===== src/rtl/core/gtg_pkg.sv =====
`timescale 1ns / 1ps
package gtg_pkg;

    localparam int CORDIC_ITERATIONS = 16;
    localparam int CordicSteps = (CORDIC_ITERATIONS > 24) ? 24 : CORDIC_ITERATIONS;
    localparam int SqrtDigits = 17;
    localparam int NumSteps = (CordicSteps > SqrtDigits) ? CordicSteps : SqrtDigits;
    localparam int Latency = NumSteps + 6;

    localparam int XyW = 28;
    localparam int ZW = 24;
    localparam logic signed [ZW-1:0] HalfPi = 24'sd1647099;

    localparam logic [2:0] REG_GOAL_X = 3'd0;
    localparam logic [2:0] REG_GOAL_Y = 3'd1;
    localparam logic [2:0] REG_TOLERANCE = 3'd2;
    localparam logic [2:0] REG_LINEAR_GAIN = 3'd3;
    localparam logic [2:0] REG_ANGULAR_GAIN = 3'd4;

    typedef struct packed {
        logic signed [15:0] pose_x;
        logic signed [15:0] pose_y;
        logic signed [15:0] pose_heading;
    } t_pose;

    typedef struct packed {
        logic [15:0] linear_cmd;
        logic signed [15:0] angular_cmd;
        logic reached;
    } t_cmd;

    typedef struct packed {
        logic valid;
        logic reached;
        logic signed [15:0] heading;
        logic [33:0] sq;
        logic [19:0] rem;
        logic [16:0] root;
        logic signed [XyW-1:0] x;
        logic signed [XyW-1:0] y;
        logic signed [ZW-1:0] z;
    } t_stage;

    function automatic logic signed [ZW-1:0] atan_angle(input logic [4:0] idx);
        logic signed [ZW-1:0] a;
        case (idx)
            5'd0: a = 24'sd823550;
            5'd1: a = 24'sd486170;
            5'd2: a = 24'sd256879;
            5'd3: a = 24'sd130396;
            5'd4: a = 24'sd65451;
            5'd5: a = 24'sd32757;
            5'd6: a = 24'sd16383;
            5'd7: a = 24'sd8192;
            5'd8: a = 24'sd4096;
            5'd9: a = 24'sd2048;
            5'd10: a = 24'sd1024;
            5'd11: a = 24'sd512;
            5'd12: a = 24'sd256;
            5'd13: a = 24'sd128;
            5'd14: a = 24'sd64;
            5'd15: a = 24'sd32;
            5'd16: a = 24'sd16;
            5'd17: a = 24'sd8;
            5'd18: a = 24'sd4;
            5'd19: a = 24'sd2;
            5'd20: a = 24'sd1;
            default: a = '0;
        endcase
        return a;
    endfunction

endpackage


===== src/rtl/core/gtg_step.sv =====
`timescale 1ns / 1ps
module gtg_step (
    input  logic               i_clk,
    input  logic               i_rst_n,
    input  logic [4:0]         i_stage,
    input  gtg_pkg::t_stage    i_d,
    output gtg_pkg::t_stage    o_q
);

    gtg_pkg::t_stage r_q;
    gtg_pkg::t_stage n_q;
    logic [19:0] rem_sh;
    logic [19:0] trial;
    logic signed [gtg_pkg::XyW-1:0] xs;
    logic signed [gtg_pkg::XyW-1:0] ys;

    always_comb begin
        n_q = i_d;
        n_q.valid = i_d.valid && i_rst_n;
        rem_sh = {i_d.rem[17:0], i_d.sq[33:32]};
        trial = {1'b0, i_d.root, 2'b01};
        xs = i_d.x >>> i_stage;
        ys = i_d.y >>> i_stage;
        if (32'(i_stage) < gtg_pkg::SqrtDigits) begin
            n_q.sq = {i_d.sq[31:0], 2'b00};
            if (rem_sh >= trial) begin
                n_q.rem = rem_sh - trial;
                n_q.root = {i_d.root[15:0], 1'b1};
            end else begin
                n_q.rem = rem_sh;
                n_q.root = {i_d.root[15:0], 1'b0};
            end
        end
        if (32'(i_stage) < gtg_pkg::CordicSteps) begin
            if (!i_d.y[gtg_pkg::XyW-1]) begin
                n_q.x = i_d.x + ys;
                n_q.y = i_d.y - xs;
                n_q.z = i_d.z + gtg_pkg::atan_angle(i_stage);
            end else begin
                n_q.x = i_d.x - ys;
                n_q.y = i_d.y + xs;
                n_q.z = i_d.z - gtg_pkg::atan_angle(i_stage);
            end
        end
    end

    always_ff @(posedge i_clk) begin
        r_q <= n_q;
    end

    assign o_q = r_q;

endmodule


===== config.mk =====
export PLATFORM = sky130hd
export DESIGN_NAME = gtg_step
export DESIGN_NICKNAME = d
export VERILOG_FILES = /design/src/rtl/core/gtg_pkg.sv /design/src/rtl/core/gtg_step.sv
export SDC_FILE = /design/constraint.sdc
export NUM_CORES = 1
export LEC_CHECK = 0
export BUFFER_PORTS_ARGS = -buffer_cell sky130_fd_sc_hd__buf_2
export CAP_MARGIN = 15
export CORE_MARGIN = 3
export CORE_UTILIZATION = 30
export CTS_BUF_LIST = sky130_fd_sc_hd__clkbuf_16
export DETAILED_ROUTE_END_ITERATION = 16
export GPL_TIMING_DRIVEN = 0
export PLACE_DENSITY = 0.53
export RECOVER_POWER = 100
export SKIP_CTS_REPAIR_TIMING = 1
export SYNTH_ARGS = -nofsm -noshare
export SYNTH_HDL_FRONTEND = slang
export SYNTH_SLANG_ARGS = --single-unit

===== constraint.sdc =====
create_clock -name i_clk -period 8.05 [get_ports i_clk]
set_input_delay 1.2075 -clock i_clk [delete_from_list [all_inputs] [get_ports i_clk]]
set_output_delay 1.2075 -clock i_clk [all_outputs]
set_load 0.02 [all_outputs]

==> impl_metrics.csv <==
group,metric,value,unit
cells_and_area,largest_reg_flops,169,
timing,finalSetupViolCount,0,
worst_setup_path,critPathLaunchType,"input pin",
cells_and_area,drive_gt1_share,15.6,%
power,p_leak,8.02,nW
power,pwr_density_cell,187,mW/mm^2
global_route,grt_pass1_wl,101000,um
clock_network,cts_tree,"yes",
logic_synthesis,syn_inst,1919,
die,rows,82,
hold_path,min_to,"o_q[158]$_DFF_P_",
route,drc,0,
power,p_total,3.43,mW
power,comb_power_share,46.8,%
worst_setup_path,crit_top_cell,"clkbuf_1",
hold_path,hold_path_startpoint,"i_d[158]",
logic_synthesis,ys_ff_latch,169,
route,vias_per_cell,5.49,
worst_setup_path,critPathKind,"input pin to flip-flop",
die,die_w,232,um
clock_network,h-tree-depth,4,
cells_and_area,final_cell_mix,"nand2_1 (284), clkbuf_1 (235), buf_2 (176)",
global_route,track_usage,24.9,%
cells_and_area,final_area,0.0184,sq mm
route,dr.pass1.iters,5,
die,core_area,0.0504,sq mm
power,seq_power_share,29.0,%
logic_synthesis,synth_nets,2208,
logic_synthesis,synth_edf_count,0,
worst_setup_path,cp.arrival,7940,ps
power,internal_power,1.96,mW
logic_synthesis,synth_area,0.0154,sq mm
timing,tightestPinTransition,1320,ps
route,wl_per_cell,23.5,um
global_route,grt_pass1_vias,16000,
cells_and_area,nets,2572,
cells_and_area,final_common_cell,"nand2_1",
power,p_sw,1.48,mW
cells_and_area,syn_to_final_growth,19.7,%
route,ant_nets,0,
worst_setup_path,critPathCaptureType,"flip-flop",
timing,hold_viol_final,0,
logic_synthesis,yosysUniqueCellTypes,79,
worst_setup_path,cp_slowest_cell,"buf_1",
worst_setup_path,path_cells,"clkbuf_1 -> clkbuf_1 -> clkbuf_1 -> buf_1 -> buf_1 -> clkbuf_1 -> nor2_1 -> a21oi_1 -> nor2b_1 -> nor2_1 -> xor2_1 -> ha_1 -> o21ai_0 -> nor2_1 -> o211ai_1 -> a31oi_1 -> nor3_1 -> o31ai_1 -> a221oi_1 -> nor2b_1 -> xor2_1 -> o21ai_0",
timing,post-route-period-util,94.7,%
outcome,status,"finished, final reports clean",
clock_network,clkSinkCount,169,
power,power.share.clock,24.2,%
cells_and_area,register_area,0.00338,sq mm
cells_and_area,multiInputGateArea,0.0113,sq mm
die,die_area,0.0539,sq mm
place,place_area,0.0179,sq mm
timing,layout_min_cycle_time,7630,ps
flow_run,maxCapViolCount,0,
worst_setup_path,worstPathMaxFanout,10,
logic_synthesis,async_flop_share,0,%
place,dp_cells,2933,
power,vdd_drop_max,164,uV
timing,slew_headroom,11.7,%
cells_and_area,fin_util,36.5,%
route,vias,16300,
clock_network,clk_pin_slew,70,ps
worst_setup_path,crit_path_max_incr_delay,660,ps
route,wl,69700,um
die,fp.dieH,232,um
hold_path,hold_depth,1,
die,start_util,30.5,%
die,ios,345,
logic_synthesis,synth_warnings,0,
timing,clock.fmax,131,MHz
place,detailed_place_hpwl,56600,um
clock_network,cts_buffer_depth,2,
place,gp_congestion,0.990,
clock_network,root_buffer,"clkbuf_16",
cells_and_area,stdcell_count,2969,
cells_and_area,fillers,5473,
place,portBuffers,341,
hold_path,hold_path.class,"input pin to flip-flop",
global_route,antenna_found_initial,2,
power,p_sw_share,43.0,%
worst_setup_path,worstPathRequired,8360,ps
logic_synthesis,ys.flop_type,"dfxtp_1",
clock_network,numCtsBuffers,17,
global_route,gr-total-overflow,0,
route,drt_iter0_markers,1125,
logic_synthesis,avgSynthCellArea,8.00,sq um
timing,maxSlewViolCount,0,
global_route,grt_max_degree,20,
logic_synthesis,yosysSeqAreaShare,22.0,%
area by class of cell:
class / instances / area share (%)
Antenna cell: 1 / 0.0136
Timing Repair Buffer: 345 / 8.31
Inverter: 74 / 1.51
Clock inverter: 15 / 0.932
Tap cell: 672 / 4.57
Multi-Input combinational cell: 1570 / 61.3
Clock buffer: 17 / 2.31
Buffer: 106 / 2.60
Sequential cell: 169 / 18.4
per-stage QoR:
stage | setup WS, ps | hold slack [ps] | TNS, ps
finish | 423 | 821 | 0
global route | -7.75 | 782 | -7.75
CTS | -964 | 766 | -3990
detailed placement | -1460 | 1310 | -13190
global placement | -1420 | 1310 | -12090
floorplan | 1290 | 1240 | 0
cells by family after synthesis:
group,after synthesis,synth area share (%)
fa+ha+maj,113,9.35
simple gates,626,19.0
compound gates,548,22.2
flops,169,22.0
buf+inv,180,4.67
xor+xnor,127,7.24
mux,156,15.5
layer usage:
layer,up-vias,routed length (um),GRT usage [%]
met5,-,13,0
met2,613,33100,42.6
met1,7898,29600,31.0
li1,7691,-,-
met3,110,4390,4.85
met4,2,2510,9.31
synthesized netlist by cell type, types with 5 or more instances:
cell type,instances,share of area [%]
o311ai_0,5,0.29
or2_2,12,0.49
inv_1,72,1.8
a211oi_1,20,0.98
xnor2_1,65,3.7
nor2_1,136,3.3
nand3_1,31,1.0
nand4_1,5,0.20
o211ai_1,9,0.44
o32ai_1,6,0.34
o22ai_1,14,0.57
nor3_1,31,1.0
and3_1,22,0.90
ha_1,110,9.0
a21oi_1,146,4.8
nand2_1,284,6.9
mux4_2,62,9.1
o221ai_1,6,0.34
a311oi_1,5,0.29
and2_1,16,0.65
a221oi_1,6,0.34
nand3b_1,6,0.29
dfxtp_1,169,22
mux2i_1,63,4.1
o21a_1,24,1.2
nand2b_1,25,1.0
a21o_1,49,2.4
o21bai_1,13,0.64
o21ai_0,153,5.0
clkbuf_1,70,1.7
buf_2,6,0.20
a21boi_0,5,0.24
nor2b_1,20,0.81
nor4_1,6,0.24
a211o_1,7,0.40
mux2_2,31,2.3
o31ai_1,12,0.59
xor2_1,62,3.5
nor3b_1,5,0.24
buf_1,24,0.59
a31oi_1,31,1.3
critical path: cells and delay by family:
family                   cells  cell delay, ps
adder cells (fa/ha/maj)      1             280
AND/OR/NAND/NOR              6            1240
AO/OA/AOI/OAI                7            1580
XOR/XNOR                     2             350
buffers and inverters        6            3260
power groups by stage:
stage                     registers, mW  logic, mW  clock network (mW)
after floorplan                    1.18      0.917                   0
after global placement             1.01       1.61                   0
after detailed placement           1.01       1.62                   0
after CTS                         0.995       1.63               0.870
after global routing               1.01       1.74               0.901
final                             0.998       1.61               0.831
worst max-delay path by stage:
stage / start / to / depth (start not counted)
after detailed placement: i_stage[3] / o_q[79]$_DFF_P_ / 27
final: i_stage[3] / o_q[49]$_DFF_P_ / 22
after floorplan: i_stage[0] / o_q[79]$_DFF_P_ / 29
after global routing: i_stage[2] / o_q[79]$_DFF_P_ / 28
after CTS: i_stage[3] / o_q[79]$_DFF_P_ / 27
after global placement: i_stage[3] / o_q[79]$_DFF_P_ / 27
(Power assumes the default switching activity.)
